## src/rtl/lkf_pkg.sv

```systemverilog
// shared types, codes and divider constants for the link keepalive block
// no dependencies; imported by every module of the block
`timescale 1ns / 1ps
`default_nettype none

package lkf_pkg;

  // local clock ticks in one second (100 ns units)
  localparam int unsigned TICKS_PER_SECOND = 10000000;

  // default depth of the queue between front and back
  localparam int unsigned QUEUE_DEPTH_DEF = 8;

  // configuration port
  localparam int unsigned CFG_INDEX_W = 1;
  localparam int unsigned CFG_DATA_W  = 16;
  localparam logic [CFG_INDEX_W-1:0] REG_MAX_MISSED = 1'd0;
  localparam logic [CFG_INDEX_W-1:0] REG_MAX_DRIFT  = 1'd1;
  localparam logic [7:0]  MAX_MISSED_RST = 8'd3;
  localparam logic [15:0] MAX_DRIFT_RST  = 16'd2;

  // commands
  localparam logic [2:0] CMD_CONNECT     = 3'd0;
  localparam logic [2:0] CMD_SHUTDOWN    = 3'd1;
  localparam logic [2:0] CMD_BREAK       = 3'd2;
  localparam logic [2:0] CMD_MESSAGE     = 3'd3;
  localparam logic [2:0] CMD_ALIVE_REQ   = 3'd4;
  localparam logic [2:0] CMD_WAIT_EXPIRY = 3'd5;
  localparam logic [2:0] CMD_SYNC        = 3'd6;

  // result codes
  localparam logic [1:0] LS_IDLE         = 2'd0;
  localparam logic [1:0] LS_CONNECTED    = 2'd2;
  localparam logic [1:0] LS_RECONNECT    = 2'd3;
  localparam logic [1:0] SS_WAITING      = 2'd0;
  localparam logic [1:0] SS_CONNECTED    = 2'd1;
  localparam logic [1:0] SS_DEGRADED     = 2'd2;
  localparam logic [1:0] WT_NONE         = 2'd0;
  localparam logic [1:0] WT_RESTART      = 2'd1;
  localparam logic [1:0] WT_STOP         = 2'd2;
  localparam logic [1:0] RT_NONE         = 2'd0;
  localparam logic [1:0] RT_START        = 2'd1;
  localparam logic [1:0] RT_STOP         = 2'd2;
  localparam logic [1:0] LINK_NONE       = 2'd0;
  localparam logic [1:0] LINK_CONNECT    = 2'd1;
  localparam logic [1:0] LINK_DISCONNECT = 2'd2;
  localparam logic [1:0] MSG_NONE        = 2'd0;
  localparam logic [1:0] MSG_ALIVE_REQ   = 2'd1;
  localparam logic [1:0] MSG_ALIVE_REPLY = 2'd2;

  // saturated offsets
  localparam logic signed [31:0] OFFSET_MAX = 32'sh7FFF_FFFF;
  localparam logic signed [31:0] OFFSET_MIN = 32'sh8000_0000;

  // reciprocal divide: magnitudes below SAT_LIMIT fit in MAG_W bits and
  // floor(x / TICKS) == (x * RECIP) >> RECIP_SHIFT holds for all of them
  localparam int unsigned MAG_W       = 55;
  localparam int unsigned PP_W        = 28;
  localparam int unsigned RECIP_SHIFT = 79;
  localparam int unsigned Q_SHIFT     = RECIP_SHIFT - 2 * PP_W;
  localparam logic [63:0] SAT_LIMIT   = 64'(TICKS_PER_SECOND) << 31;
  localparam logic [79:0] RECIP_WIDE  =
    ((80'd1 << RECIP_SHIFT) + 80'(TICKS_PER_SECOND) - 80'd1) / 80'(TICKS_PER_SECOND);
  localparam logic [55:0] RECIP       = 56'(RECIP_WIDE);
  localparam logic [27:0] RECIP_HI    = 28'(RECIP >> PP_W);
  localparam logic [27:0] RECIP_LO    = 28'(RECIP);

  typedef struct packed {
    logic [2:0]  command;
    logic        connect_ok;
    logic [63:0] message_time;
    logic [63:0] current_time;
  } lkf_in_t;

  typedef struct packed {
    logic [1:0]         link_state;
    logic [1:0]         server_status;
    logic               time_link_ok;
    logic [1:0]         wait_timer_action;
    logic [1:0]         reconnect_timer_action;
    logic [1:0]         link_action;
    logic [1:0]         send_message;
    logic               send_time_update;
    logic signed [31:0] time_difference;
    logic               event_accepted;
  } lkf_out_t;

  // classified event handed from front to back
  typedef struct packed {
    logic [2:0]         command;
    logic               connect_ok;
    logic signed [31:0] offset;
  } lkf_evt_t;

  typedef enum logic [2:0] {
    PH_IDLE      = 3'b001,
    PH_CONNECTED = 3'b010,
    PH_RECONNECT = 3'b100
  } lkf_phase_t;

endpackage

`default_nettype wire

```

## src/rtl/lkf_queue.sv

```systemverilog
// small fifo of classified events between front and back
// uses lkf_pkg; never overfills since the front holds a credit per entry
`timescale 1ns / 1ps
`default_nettype none

module lkf_queue import lkf_pkg::*; #(
  parameter int unsigned DEPTH = QUEUE_DEPTH_DEF
) (
  input  logic     clk,
  input  logic     rst,
  input  logic     push,
  input  lkf_evt_t push_evt,
  input  logic     pop,
  output logic     head_valid,
  output lkf_evt_t head_evt
);

  localparam int unsigned PTR_W = $clog2(DEPTH);
  localparam int unsigned CNT_W = $clog2(DEPTH + 1);

  lkf_evt_t         entries [DEPTH];
  logic [PTR_W-1:0] wr_ptr;
  logic [PTR_W-1:0] rd_ptr;
  logic [CNT_W-1:0] count;

  // entry storage
  always_ff @(posedge clk) begin
    if (push) begin
      entries[wr_ptr] <= push_evt;
    end
  end

  // pointers and fill level
  always_ff @(posedge clk) begin
    if (rst) begin
      wr_ptr <= '0;
      rd_ptr <= '0;
      count  <= '0;
    end else begin
      if (push) begin
        wr_ptr <= (wr_ptr == PTR_W'(DEPTH - 1)) ? '0 : wr_ptr + 1'b1;
      end
      if (pop) begin
        rd_ptr <= (rd_ptr == PTR_W'(DEPTH - 1)) ? '0 : rd_ptr + 1'b1;
      end
      if (push && !pop) begin
        count <= count + 1'b1;
      end else if (!push && pop) begin
        count <= count - 1'b1;
      end
    end
  end

  assign head_valid = (count != '0);
  assign head_evt   = entries[rd_ptr];

endmodule

`default_nettype wire

```

## config.mk

```make
export PLATFORM = sky130hd
export DESIGN_NAME = lkf_queue
export DESIGN_NICKNAME = d
export VERILOG_FILES = /design/src/rtl/lkf_pkg.sv /design/src/rtl/lkf_queue.sv
export SDC_FILE = /design/constraint.sdc
export NUM_CORES = 1
export LEC_CHECK = 0
export ABC_AREA = 1
export BUFFER_PORTS_ARGS = -buffer_cell sky130_fd_sc_hd__buf_2
export CAP_MARGIN = 20
export CORE_ASPECT_RATIO = 1.4
export CORE_UTILIZATION = 65
export DETAILED_ROUTE_END_ITERATION = 12
export PLACE_DENSITY_LB_ADDON = 0.25
export SETUP_SLACK_MARGIN = 0.5
export SLEW_MARGIN = 25
export SYNTH_ARGS = -nofsm -noshare
export SYNTH_HDL_FRONTEND = slang
export SYNTH_SLANG_ARGS = --single-unit
```

## constraint.sdc

```tcl
create_clock -name clk -period 6 [get_ports clk]
set_input_delay 0.6 -clock clk [delete_from_list [all_inputs] [get_ports clk]]
set_output_delay 0.6 -clock clk [all_outputs]
set_load 0.005 [all_outputs]
```

# Word-level counts from Yosys, hierarchy flattened
# Memory sizes are Yosys's and may differ from the RTL's. A register that Yosys moved wholly into a read port is not among the register bits.
# Cells that the tools add are included.
# word_totals
regBits	10
ramBits	288
output_inout_bits	37
word_cells	24
memories	1
# mem_list
name	words	width	rd	rd_clocked_by_memory_dff	write_ports	line_no	text
entries	8	36	1	1	1	lkf_queue.sv:21	lkf_evt_t entries [DEPTH];
# classes
addsub	4
eq_ne	2
mux	8
reduce_logical	6
# ops
cell	n
2-to-1 mux 3 bit	4
2-to-1 mux 4 bit	2
adder 3 x 1 -> 3 bit (second input constant)	2
equality test 3 bit (second input constant)	2
adder 4 x 1 -> 4 bit (second input constant)	1
nonzero test 4 bit	1
subtractor 4 x 1 -> 4 bit (second input constant)	1
logical AND 1 bit	2
logical NOT 1 bit	2
2-to-1 mux 1 bit	2
nonzero test 2 bit	1

# Depth between registers and ports, before layout
# logic_depth
word_depth	4
depth_mapped	11

# Worst setup path before layout
# No wires, ideal clock.
# synth_timing
path_type	input-to-reg
from	input push
to	memory entries[1][0] in the netlist's numbering (enable)
setup_time_ns	0.429
arrival_ns	2.247
t_required_ns	5.571
setup_slack_ns	3.324
stages	2
path_buffers	0
cell_sequence	nand2_1 nor2_1
# synth_via
elab_chain_cells	2
# synth_lines
item	line_no	text
start, declared	lkf_queue.sv:11	input logic push,
2-to-1 mux 1 bit	lkf_queue.sv:28	if (push) begin
2-to-1 mux 1 bit (not written as such)	lkf_queue.sv:29	entries[wr_ptr] <= push_evt;
end, declared	lkf_queue.sv:21	
# No other way between the ends.

==> flow_summary.ini <==
[run_status]
status = completed

[place]
place.gp.congestion = 0.7445
dp_slack_ns = 2.938
port_buffers = 76
hpwl_um = 12490

[timing]
fmax_mhz = 275.4
tns_ns = 0
post-route-period-util = 0.6053
holdWs_ns = 0.3216
setup_violations = 0
skew_ns = 0.005125
fin_crit_ns = 3.632
slew_viol_final = 0
worstMarginPinSlew_ns = 1.039
worst_slack_ns = 2.368
slew_headroom = 0.3076
hold_violations = 0
rsz0062_at_grt = no

[routing]
drt_pass1_iterations = 5
drc = 0
ant_nets = 0
drt_iter0_drc = 722
routed_wl_um = 24160
vias_per_cell = 5.650
wl_per_cell_um = 17.66
vias = 7729

[worst_setup_path]
crit_required_ns = 5.40
r2r-end = entries[4][15]
crit_type = reg -> out
crit-reg2reg-launch = wr_ptr[0]
path_max_fanout = 73
end_kind = output pin
reg2reg_slack_ns = 4.08
cp.arrival_ns = 3.03
crit_path_start_kind = register
ff2ff_path_depth = 4

[layout]
n_fill_cell = 1150
drive_gt1_frac = 0.1190
multi_input_area_um2 = 2880
final_common_cell = nor2_1
syn_to_final_growth_pct = 11.15
layout_common_cells = nor2_1 (296), edfxtp_1 (288), nand2_1 (198), o21ai_0 (89), buf_2 (76)
nets = 1159
seq_area_um2 = 8914

[floorplanning]
start_util = 0.6694
fp.dieW_um = 117.3
coreArea_um2 = 18070
die_y_um = 163.4
rows = 58
ios = 77
die_area_um2 = 19170

[global_routing]
grt_use_met2 = 0.4604
grt_max_degree = 96
antenna_found_initial = 2
first_global_vias = 7554
grtUsageTotal = 0.2666
grt_pass1_wl_um = 37770
grt-busiest-layer = met2
overflow = 0
met3_usage = 0.04119
use_met1 = 0.3365

[min_path]
hold_class = in -> reg
hold_path_end = wr_ptr[1]
hold_depth = 2
hp-start = rst

[synthesis]
ys_seq_area_frac = 0.7365
syn_inst = 1046
syn_avg_cell_area_um2 = 11.56
ys_ff_latch = 301
synth_warnings = 0
netlist-cell-type-count = 22
synth_area_leaders = edfxtp_1 (71%), nor2_1 (9.4%), nand2_1 (6.1%)
synth_top_area_share = 0.7149
synth_nets = 1094
synth.cell_area_um2 = 12100
synth_area_leader_cell = edfxtp_1

[clocking]
post_cts.repair.setup_buffers = 0
cts.clk_slew.worst_paths_ns = 0.06
ctsHoldBuffers = 0
cts.path.max_buffers = 3
cts_max_level = 1
root_buffer = clkbuf_16
numCtsBuffers = 26
cts_resized = 0
cts_tree = done
clock_sinks = 301
clock_latency_ns = 0.51

[pwr]
leakagePower_uw = 0.005015
ir_worst_vdd_mv = 0.2394
power.density_nw_per_um2 = 324.4

[run]
cap_violations = 0
## Yosys cell counts
library cell	number
or2_2	1
clkinv_1	1
edfxtp_1	288
o21ai_1	60
buf_1	5
inv_1	15
dfxtp_1	13
inv_4	1
buf_2	25
ha_1	7
buf_4	2
nand3_1	5
nand2_1	198
xor2_1	1
fa_1	1
buf_6	8
inv_2	1
a211oi_1	1
clkbuf_1	13
nor2_1	304
o21ai_0	89
a21oi_1	7
## power breakdown
group          leakage (uW)  internal (uW)  switching (uW)  total (uW)
Sequential          0.00272           2360            25.6        2390
Clock              0.000385            899             661        1560
Combinational       0.00190            136             279         414
## metrics by stage
stage                 util  power (uW)  instance area, um^2  std cells
finish              0.7441        4362                13450       1368
floorplan                -        2694                12100       1046
CTS                 0.7438        4382                13440       1366
global route        0.7438        4525                13440       1366
global placement    0.7000        2830                12650       1323
detailed placement  0.7000        2845                12650       1323
## worst max-delay path, stage by stage (launching register included)
cell	delay (ns)
dfxtp_2	0.31
buf_4	0.70
inv_2	0.28
buf_4	0.43
nor2_1	0.23
o21ai_0	0.12
nand2_1	0.11
nand2_1	0.05
nand2_1	0.08
buf_2	0.11
## metal layers
layer / up-vias / share of wire
met5: - / 0
met4: 0 / 0.021
met3: 44 / 0.074
met2: 291 / 0.52
met1: 3706 / 0.38
li1: 3688 / -
## kinds of logic (layout without fill, tap and decap cells)
logic type,count (synthesis),count (layout),share of synthesized area
XOR/XNOR,1,1,0.0007242
AND/OR/NAND/NOR,508,508,0.1584
adder cells (fa/ha/maj),8,8,0.008895
flip-flops,301,301,0.7364
buffers and inverters,71,151,0.03041
other,0,2,0
AO/OA/AOI/OAI,157,157,0.06516
## final cells by class
| class | instances | share of cell area |
|---|---|---|
| multi-input combinational | 674 | 0.2142 |
| timing repair buffer | 90 | 0.03611 |
| inverter | 18 | 0.005211 |
| antenna | 2 | 0.0003722 |
| clock inverter | 10 | 0.006886 |
| clock buffer | 33 | 0.05193 |
| sequential | 301 | 0.6629 |
| tap | 240 | 0.02233 |
## worst max path at each step
stage	start	to	slack [ns]
finish	register	head_evt[34]	2.37
global route	register	head_evt[0]	2.16
CTS	register	head_evt[15]	2.37
detailed placement	register	head_evt[29]	2.94
global placement	register	head_evt[29]	2.95
floorplan	push	entries[1][0]	3.32
## state kept, by name, indices dropped and copies added (netlist names), named ones only
signal,cells
wr_ptr,3
rd_ptr,3
entries,288
count,4
No activity file was read; power rests on OpenSTA's default activity.
