$ cat src/rtl/lkf_pkg.sv
// shared types, codes and divider constants for the link keepalive block
// no dependencies; imported by every module of the block
`timescale 1ns / 1ps
`default_nettype none

package lkf_pkg;

  // local clock ticks in one second (100 ns units)
  localparam int unsigned TICKS_PER_SECOND = 10000000;

  // default depth of the queue between front and back
  localparam int unsigned QUEUE_DEPTH_DEF = 8;

  // configuration port
  localparam int unsigned CFG_INDEX_W = 1;
  localparam int unsigned CFG_DATA_W  = 16;
  localparam logic [CFG_INDEX_W-1:0] REG_MAX_MISSED = 1'd0;
  localparam logic [CFG_INDEX_W-1:0] REG_MAX_DRIFT  = 1'd1;
  localparam logic [7:0]  MAX_MISSED_RST = 8'd3;
  localparam logic [15:0] MAX_DRIFT_RST  = 16'd2;

  // commands
  localparam logic [2:0] CMD_CONNECT     = 3'd0;
  localparam logic [2:0] CMD_SHUTDOWN    = 3'd1;
  localparam logic [2:0] CMD_BREAK       = 3'd2;
  localparam logic [2:0] CMD_MESSAGE     = 3'd3;
  localparam logic [2:0] CMD_ALIVE_REQ   = 3'd4;
  localparam logic [2:0] CMD_WAIT_EXPIRY = 3'd5;
  localparam logic [2:0] CMD_SYNC        = 3'd6;

  // result codes
  localparam logic [1:0] LS_IDLE         = 2'd0;
  localparam logic [1:0] LS_CONNECTED    = 2'd2;
  localparam logic [1:0] LS_RECONNECT    = 2'd3;
  localparam logic [1:0] SS_WAITING      = 2'd0;
  localparam logic [1:0] SS_CONNECTED    = 2'd1;
  localparam logic [1:0] SS_DEGRADED     = 2'd2;
  localparam logic [1:0] WT_NONE         = 2'd0;
  localparam logic [1:0] WT_RESTART      = 2'd1;
  localparam logic [1:0] WT_STOP         = 2'd2;
  localparam logic [1:0] RT_NONE         = 2'd0;
  localparam logic [1:0] RT_START        = 2'd1;
  localparam logic [1:0] RT_STOP         = 2'd2;
  localparam logic [1:0] LINK_NONE       = 2'd0;
  localparam logic [1:0] LINK_CONNECT    = 2'd1;
  localparam logic [1:0] LINK_DISCONNECT = 2'd2;
  localparam logic [1:0] MSG_NONE        = 2'd0;
  localparam logic [1:0] MSG_ALIVE_REQ   = 2'd1;
  localparam logic [1:0] MSG_ALIVE_REPLY = 2'd2;

  // saturated offsets
  localparam logic signed [31:0] OFFSET_MAX = 32'sh7FFF_FFFF;
  localparam logic signed [31:0] OFFSET_MIN = 32'sh8000_0000;

  // reciprocal divide: magnitudes below SAT_LIMIT fit in MAG_W bits and
  // floor(x / TICKS) == (x * RECIP) >> RECIP_SHIFT holds for all of them
  localparam int unsigned MAG_W       = 55;
  localparam int unsigned PP_W        = 28;
  localparam int unsigned RECIP_SHIFT = 79;
  localparam int unsigned Q_SHIFT     = RECIP_SHIFT - 2 * PP_W;
  localparam logic [63:0] SAT_LIMIT   = 64'(TICKS_PER_SECOND) << 31;
  localparam logic [79:0] RECIP_WIDE  =
    ((80'd1 << RECIP_SHIFT) + 80'(TICKS_PER_SECOND) - 80'd1) / 80'(TICKS_PER_SECOND);
  localparam logic [55:0] RECIP       = 56'(RECIP_WIDE);
  localparam logic [27:0] RECIP_HI    = 28'(RECIP >> PP_W);
  localparam logic [27:0] RECIP_LO    = 28'(RECIP);

  typedef struct packed {
    logic [2:0]  command;
    logic        connect_ok;
    logic [63:0] message_time;
    logic [63:0] current_time;
  } lkf_in_t;

  typedef struct packed {
    logic [1:0]         link_state;
    logic [1:0]         server_status;
    logic               time_link_ok;
    logic [1:0]         wait_timer_action;
    logic [1:0]         reconnect_timer_action;
    logic [1:0]         link_action;
    logic [1:0]         send_message;
    logic               send_time_update;
    logic signed [31:0] time_difference;
    logic               event_accepted;
  } lkf_out_t;

  // classified event handed from front to back
  typedef struct packed {
    logic [2:0]         command;
    logic               connect_ok;
    logic signed [31:0] offset;
  } lkf_evt_t;

  typedef enum logic [2:0] {
    PH_IDLE      = 3'b001,
    PH_CONNECTED = 3'b010,
    PH_RECONNECT = 3'b100
  } lkf_phase_t;

endpackage

`default_nettype wire

$ cat src/rtl/lkf_front.sv
// front end: takes input items, works out the clock offset in seconds
// through a six-stage reciprocal-divide pipeline; uses lkf_pkg
`timescale 1ns / 1ps
`default_nettype none

module lkf_front import lkf_pkg::*; #(
  parameter int unsigned QUEUE_DEPTH = QUEUE_DEPTH_DEF
) (
  input  logic     clk,
  input  logic     rst,
  input  logic     in_valid,
  output logic     in_ready,
  input  lkf_in_t  in_item,
  input  logic     pop,
  output logic     evt_valid,
  output lkf_evt_t evt
);

  localparam int unsigned CNT_W = $clog2(QUEUE_DEPTH + 1);

  logic [CNT_W-1:0] inflight;
  logic             take;

  logic [63:0] diff_fwd;
  logic [63:0] diff_rev;

  logic        s1_valid, s2_valid, s3_valid, s4_valid, s5_valid, s6_valid;
  logic [2:0]  s1_cmd, s2_cmd, s3_cmd, s4_cmd, s5_cmd, s6_cmd;
  logic        s1_ok, s2_ok, s3_ok, s4_ok, s5_ok, s6_ok;
  logic        s1_neg, s2_neg, s3_neg, s4_neg, s5_neg;
  logic        s2_over, s3_over, s4_over, s5_over;
  logic [63:0] s1_mag;
  logic [54:0] s2_phh, s3_phh, s4_phh;
  logic [54:0] s2_phl;
  logic [55:0] s2_plh;
  logic [55:0] s2_pll, s3_pll;
  logic [56:0] s3_mid;
  logic [29:0] s4_lo_hi;
  logic [30:0] s5_q;
  logic signed [31:0] s6_offset;

  logic [26:0] x_hi;
  logic [27:0] x_lo;
  logic [85:0] lo_sum;
  logic [55:0] top_sum;
  logic [31:0] q_ext;

  // credit count: items accepted and not yet taken by the back end
  assign in_ready = (inflight < CNT_W'(QUEUE_DEPTH));
  assign take     = in_valid & in_ready;

  always_ff @(posedge clk) begin
    if (rst) begin
      inflight <= '0;
    end else if (take && !pop) begin
      inflight <= inflight + 1'b1;
    end else if (!take && pop) begin
      inflight <= inflight - 1'b1;
    end
  end

  // valid bits of the pipeline
  always_ff @(posedge clk) begin
    if (rst) begin
      s1_valid <= 1'b0;
      s2_valid <= 1'b0;
      s3_valid <= 1'b0;
      s4_valid <= 1'b0;
      s5_valid <= 1'b0;
      s6_valid <= 1'b0;
    end else begin
      s1_valid <= take;
      s2_valid <= s1_valid;
      s3_valid <= s2_valid;
      s4_valid <= s3_valid;
      s5_valid <= s4_valid;
      s6_valid <= s5_valid;
    end
  end

  // stage 1: signed tick difference as sign and magnitude
  assign diff_fwd = in_item.current_time - in_item.message_time;
  assign diff_rev = in_item.message_time - in_item.current_time;

  always_ff @(posedge clk) begin
    s1_cmd <= in_item.command;
    s1_ok  <= in_item.connect_ok;
    s1_neg <= diff_fwd[63];
    s1_mag <= diff_fwd[63] ? diff_rev : diff_fwd;
  end

  // stage 2: saturation check and partial products with the reciprocal
  assign x_hi = s1_mag[MAG_W-1:PP_W];
  assign x_lo = s1_mag[PP_W-1:0];

  always_ff @(posedge clk) begin
    s2_cmd  <= s1_cmd;
    s2_ok   <= s1_ok;
    s2_neg  <= s1_neg;
    s2_over <= (s1_mag >= SAT_LIMIT);
    s2_phh  <= 55'(x_hi) * 55'(RECIP_HI);
    s2_phl  <= 55'(x_hi) * 55'(RECIP_LO);
    s2_plh  <= 56'(x_lo) * 56'(RECIP_HI);
    s2_pll  <= 56'(x_lo) * 56'(RECIP_LO);
  end

  // stage 3: sum the two middle products
  always_ff @(posedge clk) begin
    s3_cmd  <= s2_cmd;
    s3_ok   <= s2_ok;
    s3_neg  <= s2_neg;
    s3_over <= s2_over;
    s3_phh  <= s2_phh;
    s3_pll  <= s2_pll;
    s3_mid  <= 57'(s2_phl) + 57'(s2_plh);
  end

  // stage 4: fold the low product in, keep bit 56 and the bits above it
  assign lo_sum = 86'(s3_pll) + 86'({s3_mid, 28'd0});

  always_ff @(posedge clk) begin
    s4_cmd   <= s3_cmd;
    s4_ok    <= s3_ok;
    s4_neg   <= s3_neg;
    s4_over  <= s3_over;
    s4_phh   <= s3_phh;
    s4_lo_hi <= lo_sum[85:56];
  end

  // stage 5: quotient of magnitude by ticks per second
  assign top_sum = 56'(s4_phh) + 56'(s4_lo_hi);

  always_ff @(posedge clk) begin
    s5_cmd  <= s4_cmd;
    s5_ok   <= s4_ok;
    s5_neg  <= s4_neg;
    s5_over <= s4_over;
    s5_q    <= top_sum[Q_SHIFT +: 31];
  end

  // stage 6: negate and saturate to the reported offset
  assign q_ext = {1'b0, s5_q};

  always_ff @(posedge clk) begin
    s6_cmd <= s5_cmd;
    s6_ok  <= s5_ok;
    if (s5_over) begin
      s6_offset <= s5_neg ? OFFSET_MAX : OFFSET_MIN;
    end else if (s5_neg) begin
      s6_offset <= $signed(q_ext);
    end else begin
      s6_offset <= $signed(32'd0 - q_ext);
    end
  end

  assign evt_valid      = s6_valid;
  assign evt.command    = s6_cmd;
  assign evt.connect_ok = s6_ok;
  assign evt.offset     = s6_offset;

endmodule

`default_nettype wire

$ cat config.mk
export PLATFORM = sky130hd
export DESIGN_NAME = lkf_front
export DESIGN_NICKNAME = d
export VERILOG_FILES = /design/src/rtl/lkf_pkg.sv /design/src/rtl/lkf_front.sv
export SDC_FILE = /design/constraint.sdc
export NUM_CORES = 2
export LEC_CHECK = 0
export BUFFER_PORTS_ARGS = -buffer_cell sky130_fd_sc_hd__buf_2
export CORE_MARGIN = 2
export CORE_UTILIZATION = 35
export CTS_CLUSTER_DIAMETER = 40
export DETAILED_ROUTE_END_ITERATION = 16
export GPL_ROUTABILITY_DRIVEN = 1
export GPL_TIMING_DRIVEN = 1
export PLACE_DENSITY = 0.57
export SLEW_MARGIN = 20
export SYNTH_ARGS = -nofsm -noshare
export SYNTH_HDL_FRONTEND = slang
export SYNTH_SLANG_ARGS = --single-unit
$ cat constraint.sdc
create_clock -name clk -period 12.1 [get_ports clk]
set_input_delay 2.42 -clock clk [delete_from_list [all_inputs] [get_ports clk]]
set_output_delay 2.42 -clock clk [all_outputs]
set_load 0.02 [all_outputs]
; After elaboration in Yosys (flattened, before gate mapping)
; Cells that the tools add are included.
[op_classes]
n_addsub = 8
multipliers = 4
n_lt_le_gt_ge = 2
mux = 6
bitwise_logic = 1
n_reduce_logical = 5
[ops]
columns = operator, n
row1 = 64-bit subtractor, 2
row2 = 32-bit two-way mux, 3
row3 = 55-bit by 85-bit adder with 86-bit output, 1
row4 = "64-bit by 55-bit greater-or-equal comparator with 1-bit output, second input constant", 1
row5 = 63-bit two-way mux, 1
row6 = 54-bit by 56-bit adder with 57-bit output, 1
row7 = "28-bit by 28-bit multiplier with 56-bit output, second input constant", 1
row8 = "28-bit by 27-bit multiplier with 55-bit output, second input constant", 1
row9 = 54-bit by 30-bit adder with 54-bit output, 1
row10 = "27-bit by 27-bit multiplier with 54-bit output, second input constant", 1
row11 = "27-bit by 28-bit multiplier with 54-bit output, second input constant", 1
row12 = "1-bit by 31-bit subtractor with 32-bit output, first input constant", 1
row13 = 4-bit two-way mux, 2
row14 = "4-bit by 1-bit adder with 4-bit output, second input constant", 1
row15 = "4-bit < comparator, second input constant", 1
row16 = "4-bit by 1-bit subtractor with 4-bit output, second input constant", 1
row17 = 1-bit logical AND, 2
row18 = 1-bit logical NOT, 2
row19 = 2-bit nonzero test, 1
row20 = 1-bit AND, 1
[totals]
register_bits = 639
out_inout_bits = 38

; Logic depth before layout (Yosys ltp)
[depth]
depth_word = 6
mapped_depth = 25
depth_no_buf = 25

; Worst setup path after synthesis
; No wires, ideal clock.
[synth_path]
kind = reg2reg
start = reg s1_mag[35]
end = reg s2_phh[53]
arrival_ns = 6.810
required_time_ns = 12.004
path_slack_ns = 5.194
stages_incl_launch_ff = 22
n_path_buf = 0
path_cell_list = dfxtp_1 > fa_1 > fa_1 > inv_1 > fa_1 > fa_1 > inv_1 > fa_1 > fa_1 > inv_1 > fa_1 > inv_1 > ha_1 > a21o_1 > o21bai_1 > nor3_1 > a21oi_1 > or3_1 > a211o_1 > a21oi_1 > mux2i_1 > nor4b_1
[synth_via]
elab_chain_len = 1
[synth_lines]
columns = element, line
row1 = from (decl), lkf_front.sv:32  ; logic [63:0] s1_mag;
row2 = from (signal assigned), lkf_front.sv:89  ; s1_mag <= diff_fwd[63] ? diff_rev : diff_fwd;
row3 = 27-bit by 28-bit multiplier with 54-bit output, lkf_front.sv:101  ; s2_phh <= 55'(x_hi) * 55'(RECIP_HI);
row4 = to (signal assigned), lkf_front.sv:101
row5 = to (decl), lkf_front.sv:33  ; logic [54:0] s2_phh, s3_phh, s4_phh;
; No other way between the ends.
; A chain may end at the register's enable or synchronous reset.

; Worst setup path after layout
[layout_path]
start = reg s1_mag[40]
end = reg s2_phl[51]
[layout_via]
elab_chain_len = 1
[layout_lines]
columns = element, line
row1 = 27-bit by 27-bit multiplier with 54-bit output, lkf_front.sv:102  ; s2_phl <= 55'(x_hi) * 55'(RECIP_LO);
row2 = to (signal assigned), lkf_front.sv:102
row3 = to (decl), lkf_front.sv:34  ; logic [54:0] s2_phl;
; No other way between the ends.

==> results.md <==
- Area of the multi-input gates: 58400 um2
- CP Class: flip-flop to flip-flop
- DP HPWL: 227 mm
- Initial antenna violation count: 11
- Clock Skew: 0.0614 ns
- Die area: 227000 um2
- Global-route wire length before repair: 381 mm
- Reg2reg setup slack: 3.69 ns
- RSZ-0062 raised after global routing: false
- Aggregate global routing overflow: 0
- Net Count, Synth: 10800
- Min Tclk post-route: 8.41 ns
- Dpl cells: 11200
- Per-cell routed wire length: 22.6 um
- IO buf count: 173
- Clock sink count: 582
- Ports: 174
- RePlAce Congestion: 0.997
- Register-to-Register Path Depth: 24
- Routed vias: 56600
- Capturing point of the worst reg2reg path: s2_phl[51]
- Max-Cap Viols: 0
- Number of synthesized flops with an enable pin: 0
- Hold slack: 0.317 ns
- Total global-route track usage: 22.4%
- Hold WC Path Type: flip-flop to flip-flop
- Worst-path clk slew: 0.06 ns
- Worst slew pin tran: 1.19 ns
- Synth Cell Area: 78300 um2
- Cell taking the most area after synthesis: fa_1
- Crit Path Max Fanout: 12
- Flops & latches, synth: 582
- Share of flip-flops with an asynchronous set or reset: 0%
- Drt via density: 5.00
- Yosys top cell area share: 31.8%
- Die Span X: 477 um
- Die Y-Extent: 477 um
- Synth Area per Inst: 9.66 um2
- Largest net degree at the start of global routing: 62
- Drt first pass iters: 6
- Cell Count, Final, Fillers Out: 11300
- Core area: 222000 um2
- Yosys warning total: 0
- CTS tree: yes
- Post-synth cell types: 79
- CP endpoint: s2_phl[51]
- Ratio of final minimum period to clock period: 69.5%
- Worst r2r src: s1_mag[40]
- Top_reg_cell synth: dfxtp_1
- Worst Path Required: 12.71 ns
- Vias in the first global route: 59100
- Final Slew Violations: 0
- Violation count after the first detailed-route iteration: 4429
- Crit end category: flip-flop
- Max Clk Rate: 119 MHz
- Final Setup Violations: 0
- Max H-tree Level: 3
- Sequential cell area: 11700 um2
- Worst rel slew slack: 20.4%
- Setup Buffers After CTS: 0
- DRT antenna net count: 0
- DRC: 0
- Area Growth Syn to Fin: 9.62%
- Clock Tree Buf Depth: 3
- Setup TNS: 0 ns
- Arr. time, crit path: 9.03 ns
- Clock buffer count from CTS: 90
- Clock Latency Late Sink: 0.75 ns
- CTS resizes: 0
- Status: finished clean
- Sequential share of the synthesized area: 14.9%
- Worst Setup SP: s1_mag[40]
- WL final: 256 mm
- Hold Fails Final Rpt: 0
- Hold-fix buffers at CTS: 0
- Cells after Synth: 8098
- Starting Density: 35.2%
- Fillcell total: 22300
- CTS root buffer: clkbuf_16
- Startpoint Class: flip-flop
- Layout cells sized above 1: 5.06%
- Rows: 173
- Synth top area cells: fa_1 32%, ha_1 21%, dfxtp_1 15%
- Nets: 10900
==> cell type report <==
class / instances / share of cell area [%]
multi-input combinational: 5339 / 68.0
sequential: 582 / 13.6
inverter: 2048 / 8.96
tap: 2975 / 4.34
clock buffer: 104 / 2.79
timing repair buffer: 206 / 1.30
clock inverter: 64 / 0.992
antenna: 4 / 0.0117
==> cell usage in the layout (no fill, tap or decap), drive strengths merged, types with 96 or more instances in the layout <==
master,count
nand3,96
ha,1299
nor2,250
xnor2,240
dfxtp,582
buf,206
a21oi,451
xor2,129
nand2,296
fa,1242
clkbuf,104
inv,2071
o21ai,243
a21o,222
==> cells in the mapped netlist (all sizes together) (10+ instances only) <==
| master | number |
|---|---|
| inv | 2048 |
| o311ai | 11 |
| a31o | 15 |
| nand2b | 26 |
| clkbuf | 97 |
| nor3 | 68 |
| or3 | 20 |
| nor2b | 58 |
| a31oi | 42 |
| xnor2 | 240 |
| a41oi | 11 |
| nand3 | 96 |
| a311oi | 10 |
| and2 | 30 |
| o221ai | 11 |
| fa | 1242 |
| a21oi | 451 |
| nand2 | 296 |
| o31ai | 28 |
| mux2i | 38 |
| xor2 | 129 |
| o21a | 45 |
| or2 | 17 |
| o21ai | 243 |
| ha | 1299 |
| a21boi | 16 |
| a221oi | 13 |
| dfxtp | 582 |
| buf | 32 |
| a211oi | 31 |
| and4 | 18 |
| nor2 | 250 |
| o211ai | 28 |
| nand4 | 88 |
| o21bai | 73 |
| nor4 | 24 |
| and3 | 47 |
| a21o | 222 |
==> per-layer routing <==
layer,part of all wire [%],global-route usage [%],vias to the layer above,wire [um]
li1,-,-,26200,-
met1,47,32.1,28300,119000
met2,44,34.7,1741,112000
met3,6.2,3.49,330,15800
met4,3.3,6.87,4,8460
met5,0.013,0,-,34
==> registers in the layout, indices dropped and copies added, names as in the netlist, 31 cells and up <==
name,count
s1_mag,64
s4_phh,54
s6_offset,32
s2_phl,53
s3_phh,54
s2_phh,54
s2_plh,56
s3_mid,57
s5_q,31
==> stage by stage <==
stage,utilization (%),worst slack [ns],cell area [um2]
3_3_place_gp,37.1,3.69,82500
4_1_cts,38.6,3.79,85800
6_report,38.6,3.69,85800
5_1_grt,38.6,3.32,85800
2_1_floorplan,-,5.19,78300
3_5_place_dp,37.1,3.82,82500
==> worst min-delay path by stage <==
stage / cells after the start / from / endpoint
3_3_place_gp: 0 / s2_phh[12] / s3_phh[12]
4_1_cts: 0 / s2_phh[10] / s3_phh[10]
2_1_floorplan: 0 / s1_cmd[0] / s2_cmd[0]
5_1_grt: 0 / s2_phh[39] / s3_phh[39]
3_5_place_dp: 0 / s2_cmd[2] / s3_cmd[2]
6_report: 0 / s2_phh[10] / s3_phh[10]
==> worst max-delay path, stage by stage, from the launching register on <==
cell	delay [ns]
dfxtp_1	1.04
ha_1	0.60
inv_1	0.26
fa_1	0.49
fa_1	0.49
inv_1	0.07
fa_1	0.52
inv_1	0.06
fa_1	0.54
inv_1	0.05
fa_1	0.47
inv_1	0.05
fa_1	0.47
inv_1	0.04
ha_1	0.36
and3_1	0.29
nand2_1	0.10
nor3_1	0.41
o31ai_1	0.25
nand3_1	0.28
o211ai_1	0.20
a311oi_1	0.65
nand3_1	0.17
o21ai_0	0.23
xor2_1	0.20
==> logic make-up after synthesis <==
| logic type | count (synthesis) | synth area share [%] |
|---|---|---|
| xor+xnor | 369 | 4.13 |
| fa+ha+maj | 2542 | 52.6 |
| mux | 41 | 0.529 |
| buf+inv | 2177 | 10.5 |
| flops | 582 | 14.9 |
| compound gates | 1324 | 10.7 |
| simple gates | 1063 | 6.63 |
Power is left out: the tool's default activity adds up to more than one toggle a clock period on the data nets, which glitch-free logic cannot reach.
