[src/rtl/lkf_pkg.sv]
// shared types, codes and divider constants for the link keepalive block
// no dependencies; imported by every module of the block
`timescale 1ns / 1ps
`default_nettype none

package lkf_pkg;

  // local clock ticks in one second (100 ns units)
  localparam int unsigned TICKS_PER_SECOND = 10000000;

  // default depth of the queue between front and back
  localparam int unsigned QUEUE_DEPTH_DEF = 8;

  // configuration port
  localparam int unsigned CFG_INDEX_W = 1;
  localparam int unsigned CFG_DATA_W  = 16;
  localparam logic [CFG_INDEX_W-1:0] REG_MAX_MISSED = 1'd0;
  localparam logic [CFG_INDEX_W-1:0] REG_MAX_DRIFT  = 1'd1;
  localparam logic [7:0]  MAX_MISSED_RST = 8'd3;
  localparam logic [15:0] MAX_DRIFT_RST  = 16'd2;

  // commands
  localparam logic [2:0] CMD_CONNECT     = 3'd0;
  localparam logic [2:0] CMD_SHUTDOWN    = 3'd1;
  localparam logic [2:0] CMD_BREAK       = 3'd2;
  localparam logic [2:0] CMD_MESSAGE     = 3'd3;
  localparam logic [2:0] CMD_ALIVE_REQ   = 3'd4;
  localparam logic [2:0] CMD_WAIT_EXPIRY = 3'd5;
  localparam logic [2:0] CMD_SYNC        = 3'd6;

  // result codes
  localparam logic [1:0] LS_IDLE         = 2'd0;
  localparam logic [1:0] LS_CONNECTED    = 2'd2;
  localparam logic [1:0] LS_RECONNECT    = 2'd3;
  localparam logic [1:0] SS_WAITING      = 2'd0;
  localparam logic [1:0] SS_CONNECTED    = 2'd1;
  localparam logic [1:0] SS_DEGRADED     = 2'd2;
  localparam logic [1:0] WT_NONE         = 2'd0;
  localparam logic [1:0] WT_RESTART      = 2'd1;
  localparam logic [1:0] WT_STOP         = 2'd2;
  localparam logic [1:0] RT_NONE         = 2'd0;
  localparam logic [1:0] RT_START        = 2'd1;
  localparam logic [1:0] RT_STOP         = 2'd2;
  localparam logic [1:0] LINK_NONE       = 2'd0;
  localparam logic [1:0] LINK_CONNECT    = 2'd1;
  localparam logic [1:0] LINK_DISCONNECT = 2'd2;
  localparam logic [1:0] MSG_NONE        = 2'd0;
  localparam logic [1:0] MSG_ALIVE_REQ   = 2'd1;
  localparam logic [1:0] MSG_ALIVE_REPLY = 2'd2;

  // saturated offsets
  localparam logic signed [31:0] OFFSET_MAX = 32'sh7FFF_FFFF;
  localparam logic signed [31:0] OFFSET_MIN = 32'sh8000_0000;

  // reciprocal divide: magnitudes below SAT_LIMIT fit in MAG_W bits and
  // floor(x / TICKS) == (x * RECIP) >> RECIP_SHIFT holds for all of them
  localparam int unsigned MAG_W       = 55;
  localparam int unsigned PP_W        = 28;
  localparam int unsigned RECIP_SHIFT = 79;
  localparam int unsigned Q_SHIFT     = RECIP_SHIFT - 2 * PP_W;
  localparam logic [63:0] SAT_LIMIT   = 64'(TICKS_PER_SECOND) << 31;
  localparam logic [79:0] RECIP_WIDE  =
    ((80'd1 << RECIP_SHIFT) + 80'(TICKS_PER_SECOND) - 80'd1) / 80'(TICKS_PER_SECOND);
  localparam logic [55:0] RECIP       = 56'(RECIP_WIDE);
  localparam logic [27:0] RECIP_HI    = 28'(RECIP >> PP_W);
  localparam logic [27:0] RECIP_LO    = 28'(RECIP);

  typedef struct packed {
    logic [2:0]  command;
    logic        connect_ok;
    logic [63:0] message_time;
    logic [63:0] current_time;
  } lkf_in_t;

  typedef struct packed {
    logic [1:0]         link_state;
    logic [1:0]         server_status;
    logic               time_link_ok;
    logic [1:0]         wait_timer_action;
    logic [1:0]         reconnect_timer_action;
    logic [1:0]         link_action;
    logic [1:0]         send_message;
    logic               send_time_update;
    logic signed [31:0] time_difference;
    logic               event_accepted;
  } lkf_out_t;

  // classified event handed from front to back
  typedef struct packed {
    logic [2:0]         command;
    logic               connect_ok;
    logic signed [31:0] offset;
  } lkf_evt_t;

  typedef enum logic [2:0] {
    PH_IDLE      = 3'b001,
    PH_CONNECTED = 3'b010,
    PH_RECONNECT = 3'b100
  } lkf_phase_t;

endpackage

`default_nettype wire

[src/rtl/lkf_back.sv]
// back end: link state machine, missed-alive counter, drift check,
// configuration registers and the result register; uses lkf_pkg
`timescale 1ns / 1ps
`default_nettype none

module lkf_back import lkf_pkg::*; (
  input  logic                   clk,
  input  logic                   rst,
  input  logic                   cfg_write,
  input  logic [CFG_INDEX_W-1:0] cfg_index,
  input  logic [CFG_DATA_W-1:0]  cfg_data,
  input  logic                   evt_valid,
  input  lkf_evt_t               evt,
  output logic                   pop,
  output logic                   out_valid,
  input  logic                   out_ready,
  output lkf_out_t               out_item
);

  localparam logic [8:0] COUNT_MAX = 9'd511;

  lkf_phase_t         phase, phase_next;
  logic [8:0]         missed, missed_next;
  logic signed [31:0] stored, stored_next;
  logic [1:0]         status, status_next;
  logic               tl_up, tl_up_next;
  logic [7:0]         max_missed;
  logic [15:0]        max_drift;

  logic               limit_hit;
  logic [8:0]         missed_inc;
  logic signed [32:0] d_up;
  logic signed [32:0] d_dn;
  logic signed [32:0] tol;
  logic               drifted;
  lkf_out_t           res;

  // configuration registers
  always_ff @(posedge clk) begin
    if (rst) begin
      max_missed <= MAX_MISSED_RST;
      max_drift  <= MAX_DRIFT_RST;
    end else if (cfg_write) begin
      unique case (cfg_index)
        REG_MAX_MISSED: max_missed <= cfg_data[7:0];
        REG_MAX_DRIFT:  max_drift  <= cfg_data;
        default: ;
      endcase
    end
  end

  // take the head event when the result register is free
  assign pop = evt_valid && (!out_valid || out_ready);

  // missed-alive counter helpers
  assign limit_hit  = (missed >= {1'b0, max_missed});
  assign missed_inc = (missed != COUNT_MAX) ? missed + 1'b1 : missed;

  // drift check: |stored - offset| > max_drift
  assign d_up    = {stored[31], stored} - {evt.offset[31], evt.offset};
  assign d_dn    = {evt.offset[31], evt.offset} - {stored[31], stored};
  assign tol     = $signed({17'd0, max_drift});
  assign drifted = (d_up > tol) || (d_dn > tol);

  // event decode and next state
  always_comb begin
    phase_next  = phase;
    missed_next = missed;
    stored_next = stored;
    status_next = status;
    tl_up_next  = tl_up;

    res.link_state             = LS_IDLE;
    res.server_status          = SS_WAITING;
    res.time_link_ok           = 1'b0;
    res.wait_timer_action      = WT_NONE;
    res.reconnect_timer_action = RT_NONE;
    res.link_action            = LINK_NONE;
    res.send_message           = MSG_NONE;
    res.send_time_update       = 1'b0;
    res.time_difference        = '0;
    res.event_accepted         = 1'b0;

    unique case (evt.command) inside
      CMD_SHUTDOWN: begin
        res.event_accepted         = 1'b1;
        status_next                = SS_WAITING;
        tl_up_next                 = 1'b0;
        res.link_action            = LINK_DISCONNECT;
        res.wait_timer_action      = WT_STOP;
        res.reconnect_timer_action = RT_STOP;
        phase_next                 = PH_IDLE;
      end
      CMD_CONNECT: begin
        if (phase == PH_IDLE || phase == PH_RECONNECT) begin
          res.event_accepted = 1'b1;
          res.link_action    = LINK_CONNECT;
          if (evt.connect_ok) begin
            missed_next           = '0;
            status_next           = SS_CONNECTED;
            tl_up_next            = 1'b1;
            res.wait_timer_action = WT_RESTART;
            phase_next            = PH_CONNECTED;
          end else begin
            status_next                = SS_DEGRADED;
            tl_up_next                 = 1'b0;
            res.reconnect_timer_action = RT_START;
            phase_next                 = PH_RECONNECT;
          end
        end
      end
      CMD_BREAK: begin
        if (phase == PH_CONNECTED) begin
          res.event_accepted         = 1'b1;
          status_next                = SS_DEGRADED;
          tl_up_next                 = 1'b0;
          res.link_action            = LINK_DISCONNECT;
          res.wait_timer_action      = WT_STOP;
          res.reconnect_timer_action = RT_START;
          phase_next                 = PH_RECONNECT;
        end
      end
      CMD_MESSAGE, CMD_ALIVE_REQ: begin
        if (phase == PH_CONNECTED) begin
          res.event_accepted    = 1'b1;
          missed_next           = '0;
          res.wait_timer_action = WT_RESTART;
          if (evt.command == CMD_ALIVE_REQ) begin
            res.send_message = MSG_ALIVE_REPLY;
          end
          if (drifted) begin
            stored_next          = evt.offset;
            res.send_time_update = 1'b1;
            res.time_difference  = evt.offset;
          end
        end
      end
      CMD_WAIT_EXPIRY: begin
        if (phase == PH_CONNECTED) begin
          res.event_accepted = 1'b1;
          missed_next        = missed_inc;
          if (limit_hit) begin
            // too many unanswered alive requests: drop the link
            status_next                = SS_DEGRADED;
            tl_up_next                 = 1'b0;
            res.link_action            = LINK_DISCONNECT;
            res.wait_timer_action      = WT_STOP;
            res.reconnect_timer_action = RT_START;
            phase_next                 = PH_RECONNECT;
          end else begin
            res.wait_timer_action = WT_RESTART;
            res.send_message      = MSG_ALIVE_REQ;
          end
        end
      end
      CMD_SYNC: begin
        if (phase == PH_CONNECTED) begin
          res.event_accepted   = 1'b1;
          res.send_time_update = 1'b1;
          res.time_difference  = stored;
        end
      end
      default: ;
    endcase

    unique case (phase_next)
      PH_IDLE:      res.link_state = LS_IDLE;
      PH_CONNECTED: res.link_state = LS_CONNECTED;
      PH_RECONNECT: res.link_state = LS_RECONNECT;
      default:      res.link_state = LS_IDLE;
    endcase
    res.server_status = status_next;
    res.time_link_ok  = tl_up_next;
  end

  // state registers
  always_ff @(posedge clk) begin
    if (rst) begin
      phase  <= PH_IDLE;
      missed <= '0;
      stored <= '0;
      status <= SS_WAITING;
      tl_up  <= 1'b0;
    end else if (pop) begin
      phase  <= phase_next;
      missed <= missed_next;
      stored <= stored_next;
      status <= status_next;
      tl_up  <= tl_up_next;
    end
  end

  // result register
  always_ff @(posedge clk) begin
    if (rst) begin
      out_valid <= 1'b0;
    end else if (pop) begin
      out_valid <= 1'b1;
    end else if (out_ready) begin
      out_valid <= 1'b0;
    end
  end

  always_ff @(posedge clk) begin
    if (pop) begin
      out_item <= res;
    end
  end

endmodule

`default_nettype wire

[config.mk]
export PLATFORM = sky130hd
export DESIGN_NAME = lkf_back
export DESIGN_NICKNAME = d
export VERILOG_FILES = /design/src/rtl/lkf_pkg.sv /design/src/rtl/lkf_back.sv
export SDC_FILE = /design/constraint.sdc
export NUM_CORES = 1
export LEC_CHECK = 0
export BUFFER_PORTS_ARGS = -buffer_cell sky130_fd_sc_hd__buf_4
export CORE_MARGIN = 5
export CORE_UTILIZATION = 51
export CTS_CLUSTER_SIZE = 24
export DETAILED_ROUTE_END_ITERATION = 10
export GPL_TIMING_DRIVEN = 0
export PLACE_DENSITY = 0.71
export REMOVE_ABC_BUFFERS = 1
export SETUP_SLACK_MARGIN = 0.5
export SLEW_MARGIN = 20
export SYNTH_ARGS = -nofsm -noshare
export SYNTH_HDL_FRONTEND = slang
export SYNTH_SLANG_ARGS = --single-unit
[constraint.sdc]
create_clock -name clk -period 6.7 [get_ports clk]
set_input_delay 1.675 -clock clk [delete_from_list [all_inputs] [get_ports clk]]
set_output_delay 1.675 -clock clk [all_outputs]
set_load 0.005 [all_outputs]
* After elaboration in Yosys (flattened, before gate mapping)
Cells that the tools add are included.
** Operators by class
- Add/sub/neg operators :: 3
- Magnitude comparators :: 3
- Eq/ne operators :: 17
- Multiplexer cells :: 47
- Bitwise gates (word level) :: 1
- Reduce and logical (&&, ||, !) cells :: 14
** Operator list (count)
- $gt A33 B17 Y1 :: 2
- $pmux W33 S2 :: 1
- $sub A32 B32 Y33 :: 2
- $mux W9 :: 5
- $mux W36 :: 1
- $mux W34 :: 1
- $mux W33 :: 1
- $pmux W9 S3 :: 1
- $mux W3 :: 6
- $pmux W4 S4 :: 1
- $eq A3 B3 Y1 const B :: 5
- $mux W2 :: 7
- $mux W1 :: 13
- $eq A3 B2 Y1 const B :: 4
- $mux W6 :: 2
- $pmux W3 S4 :: 1
- $pmux W2 S5 :: 1
- $add A9 B1 Y9 const B :: 1
- $ge A9 B8 Y1 :: 1
- $ne A9 B9 Y1 const B :: 1
- $mux W8 :: 1
- $ne A2 B2 Y1 const B :: 4
- $pmux W2 S2 :: 2
- $pmux W2 S4 :: 1
- other kinds (15) :: 20
** Storage, ports and cells
- Register bits after elaboration :: 119
- Input bits :: 58
- Output and inout bits :: 49

* Depth between registers and ports, before layout
- Depth after elaboration :: 6
- Mapped depth :: 23
- Mapped depth without buffers :: 21

* Worst setup path before layout
No wires, ideal clock.
- Path type :: input to register
- From :: in evt[0] (netlist name)
- To :: reg out_item[2] (netlist name), data pin
- Setup time :: 256 ps
- Data arrival time :: 5500 ps
- Data required time :: 6444 ps
- Slack :: 944 ps
- Cell stages on the path :: 22
- Path buffers :: 1
- Cell sequence :: inv_1 -> ha_1 -> inv_1 -> fa_1 -> a21oi_1 -> o21ai_0 -> a21oi_1 -> nor3_1 -> nor2_1 -> xnor2_1 -> ha_1 -> a21o_1 -> a211oi_1 -> nand2_1 -> nor3_1 -> nor3_1 -> nor4_1 -> nand4_1 -> or4_1 -> a22o_1 -> buf_6 -> a22o_1
** RTL lines
- start, declared :: line lkf_back.sv:13 : input lkf_evt_t evt,
- end signal, assigned :: line lkf_back.sv:206 : out_item <= res;
- end, declared :: line lkf_back.sv:17 : output lkf_out_t out_item

==> results by stage <==
Global routing:
- The number of global-route vias before repair is about 8,200.
- Entering global routing, the biggest net connects a little under 100 pins.
- The wire length of the first global-routing pass is just over 40,000 um.
- For this run, the total global-route usage over all layers was measured as approximately 23%.
- The initial antenna violation count is 0.
- The sum of overflow across all layers after global routing is 0.

Finish:
- Once layout is done, the placed cells without fillers occupy around 11,000 um2.
- Relative to the synthesized area, the layout overhead comes to 15.2%.
- The layout net count is between 1,000 and 1,500.
- Of the cells placed in the final design, the portion with a size suffix greater than 1 is 14.0%.
- The count of inserted antenna diode cells is 0.

Placed design:
- At the end of routability-driven placement, the weighted congestion stood at between 0.9 and 1.
- Summed over all nets, the half-perimeter wirelength after detailed placement is ~19,000 um.
- The count of buffers inserted at the top-level ports is approximately 110.
- The placed instances occupy a cell area of ~11,000 um2.

Outcome:
- The run finished with clean final reports.

Worst setup path:
- In this run the critical register-to-register path is captured at out_item[7]$_DFFE_PP_.
- At the worst endpoint, the required time is approximately 6.9 ns.
- In this design, the stage delay of the slowest critical-path cell is 0.57 ns.
- Measured in cells, the most critical reg-to-reg path has a length of 19.
- The largest fanout on the critical path is 11.
- The critical path in this run is classified as in2reg.
- STA puts the critical path data arrival time at 6.19 ns.
- Traced cell by cell, the critical path runs through buf_4 -> inv_1 -> ha_2 -> nand4_1 -> o221ai_1 -> a21oi_2 -> nor3_2 -> nor2_1 -> xnor2_1 -> ha_1 -> a21o_1 -> a211oi_1 -> nand2_1 -> nor3_1 -> nor3_1 -> nor4_1 -> nand4_1 -> or4_4 -> a22o_4 -> buf_4 -> a22o_1.
- STA classifies the critical path endpoint as a flop.
- Across all register-to-register paths, the minimum setup slack is roughly 1.7 ns.
- The start of the worst register-to-register path is stored[3]$_SDFFE_PP0P_.
- The source of the critical timing path is evt[6].
- The critical path's slowest cell is or4_4.
- The worst setup path endpoint is out_item[7]$_DFFE_PP_.
- STA classifies the critical path startpoint as a primary input.

Drt:
- Once detail routing completed, the nets flagged for antenna violations numbered 0.
- The total number of vias is ~8,600.
- The detail-routed net length per standard cell is 16.7 um.
- After detailed routing, the number of vias per cell comes to ~5.7.
- The initial detailed-routing violation count is roughly 700.
- The residual DRC count is 0.
- The number of optimization iterations in the first detailed-route pass is 7.
- The final layout contains routed wiring with a total length of 24,900 um.

Power and ir drop:
- The internal power component is ~1.5 mW.
- The power per standard cell area is around 180 nW/um2.
- The net switching power is 603 uW.
- The share of total power in the clock network is between 40% and 50%.
- The combinational group share of total power is between 10% and 20%.
- Sequential cells burn about two fifths of the power.
- The design draws 2.06 mW.
- The net switching share of the total power is between 20% and 30%.
- The worst ir drop on vdd is 0.167 mV.
- The static leakage is approximately 4.6 nW.

STA:
- The clock arrives with 0.0112 ns of skew.
- Setup repair after global routing left no endpoint under its margin.
- The fmax is about 0.17 GHz.
- The slew at the pin closest to its max-slew limit is 0.777 ns.
- The share of the clock period used by the worst path is between 80 and 90%.
- The number of max-slew violations in the final report was 0.
- The minimum clock period after layout is approximately 6 ns.
- The number of hold violations in the final report is 0.
- The worst-case headroom to the max-slew limit is about half.
- The number of failing setup endpoints in the final timing report is 0.

Synthesis:
- Counting flops with a built-in enable in the synthesized netlist gives between 40 and 50.
- Ranked by total cell area, the synthesized netlist is headed by dfxtp_1 (15%), edfxtp_1 (14%), ha_1 (13%).
- For this run, the number of Yosys warnings is 0.
- The post-synth design cell area is approximately 9800 um2.
- After synthesis, the mean cell area works out to about 8.3 um2.
- Summing the sequential cell areas from Yosys gives between 20% and 30% of the chip area.
- The fraction of registers with async set/reset is 0%.
- The synthesized instance count is ~1,200.
- Synthesis inferred ~120 register bits.
- The most frequently used flop master after synthesis is dfxtp_1.
- The biggest area contributor in the post-synthesis netlist is dfxtp_1.
- The synthesized netlist contains 72 unique library cells.
- The share of Yosys cell area claimed by the top area cell type is between 10% and 20%.

Die:
- The number of core rows is 50.
- From left edge to right edge, the die measures roughly 150 um.
- The floorplan core area is 18,800 um2.
- The die covers about 22,000 um2.
- The die span in y is between 100 and 150 um.
- The number of placed I/O pins is between 100 and 150.
- For this configuration, the core starts out at a cell density of between 50% and 60%.

Clock tree:
- Clock-pin slew was measured on the worst setup and hold paths at about 0.06 ns.
- The number of clock buffers inserted by TritonCTS is 17.
- The library cell used as clock root buffer is clkbuf_16.
- The maximum level of the CTS H-tree is 4.
- The clock net in this run drives a total of ~120 sinks.
- The number of hold buffers added after cts is 0.
- TritonCTS built the clock tree.
- Clock latency on the worst-skew pair, taken at its later pin, is 0.43 ns.
- The largest buffer count on any clock path is 2.

Hold path:
- The path category of the worst min-delay check is reg2reg.
- The worst min-delay path startpoint is max_missed[7]$_SDFFE_PP0P_.

Run:
- The max-capacitance violation count is 0.
layout by cell type (no fill, tap or decap), drive strengths merged, types with 7 or more instances in the layout:
cell type	synthesis	layout
o21a	8	8
edfxtp	47	47
a22o	33	33
o21bai	11	11
clkbuf	36	19
buf	23	110
ha	105	105
nand4	24	24
inv	114	117
a21o	25	25
a31oi	10	10
mux2i	38	38
nand2	109	109
nand2b	70	70
o21ai	51	51
nor3	27	27
dfxtp	72	72
nor4	7	7
nor2	68	68
a21oi	121	121
xnor2	29	29
a211oi	11	11
nor2b	12	12
nand3	14	14
xor2	25	25
synth_stat cells, types with 5 or more instances:
cell and count:
xor2_1 25, nand3_1 13, a21o_1 25, o211ai_1 5
inv_1 113, a311oi_1 5, o21a_1 8, nor3b_1 5
a31oi_1 10, ha_1 105, nand4_1 24, dfxtp_1 72
a21oi_1 117, o21ai_0 45, o21ai_1 5, or3_1 5
o221ai_1 6, nor2b_1 12, buf_6 9, a211oi_1 11
clkbuf_1 36, nand2b_1 70, mux2i_1 38, xnor2_1 29
nor4_1 7, nand2_1 108, nor3_1 27, buf_2 12
nor2_1 68, o21bai_1 11, a22o_1 33, edfxtp_1 47
power by group through the flow:
| stage | combinational [mW] | sequential (mW) | clock, mW |
|---|---|---|---|
| finish | 0.385 | 0.790 | 0.883 |
| global route | 0.430 | 0.793 | 0.933 |
| CTS | 0.380 | 0.790 | 0.892 |
| detailed placement | 0.376 | 0.805 | 0 |
| global placement | 0.370 | 0.804 | 0 |
| floorplan | 0.239 | 0.805 | 0 |
critical path, delay by kind of cell:
| family | cells | cell delay, ns |
|---|---|---|
| XOR/XNOR | 1 | 0.25 |
| buffers and inverters | 3 | 0.33 |
| AND/OR/NAND/NOR | 9 | 1.86 |
| adder cells (fa/ha/maj) | 2 | 0.74 |
| AO/OA/AOI/OAI | 6 | 1.33 |
worst min-delay path by stage:
stage / depth (start not counted) / slack [ns] / end
finish: 2 / 0.45 / max_missed[7]$_SDFFE_PP0P_
global route: 2 / 0.47 / max_missed[5]$_SDFFE_PP0P_
CTS: 2 / 0.45 / max_missed[7]$_SDFFE_PP0P_
detailed placement: 2 / 0.45 / max_missed[7]$_SDFFE_PP0P_
global placement: 2 / 0.44 / max_drift[12]$_SDFFE_PP0P_
floorplan: 2 / 0.43 / max_drift[10]$_SDFFE_PP0P_
metal layers:
metal	vias to the layer above	part of all wire, %	GRT usage [%]	wire (um)
met1	3991	48	31.4	12000
li1	4314	-	-	-
met2	227	45	36.4	11300
met5	-	0	0	0
met3	38	4.6	3.93	1160
met4	0	1.7	7.16	434
timing repair:
item / in CTS / in global routing
buffers inserted: 0 / 2
endpoints found under the setup margin: 36 / 62
pin swaps: 0 / 4
gates resized for setup: 6 / 9
area by class of cell:
class | count | area [um2]
fill | 1737 | 7510
multi-input combinational | 885 | 6260
sequential | 119 | 2850
timing repair buffer | 110 | 866
clock buffer | 19 | 433
inverter | 114 | 430
tap | 234 | 293
clock inverter | 13 | 124
flip-flops by register name, summed over array words and instances, names as in the netlist:
signal	flops
out_valid	1
out_item	47
max_missed	8
phase	3
max_drift	16
tl_up	1
status	2
missed	9
stored	32
cells by family after synthesis:
kind of cell | Yosys count | share of synthesized area (%)
and+or+nand+nor | 361 | 18.4
DFF | 119 | 29.2
xor gates and xnor gates | 54 | 4.84
buffers and inverters | 173 | 7.53
muxes | 39 | 4.01
adders and majority gates | 107 | 13.8
AOI/OAI and AO/OA | 324 | 22.2
stage by stage:
stage	TNS (ns)	instances	utilization (%)	hold slack (ns)	setup WS (ns)
2_1_floorplan	0	1118	-	0.430	0.695
3_3_place_gp	-34.57	1458	56.2	0.443	-0.608
3_5_place_dp	-3.85	1460	56.6	0.446	-0.168
4_1_cts	0	1492	59.7	0.455	0.507
5_1_grt	0	1494	60.0	0.471	0.502
6_report	0	1494	60.0	0.452	0.686
Power figures use the tool's default switching activity.
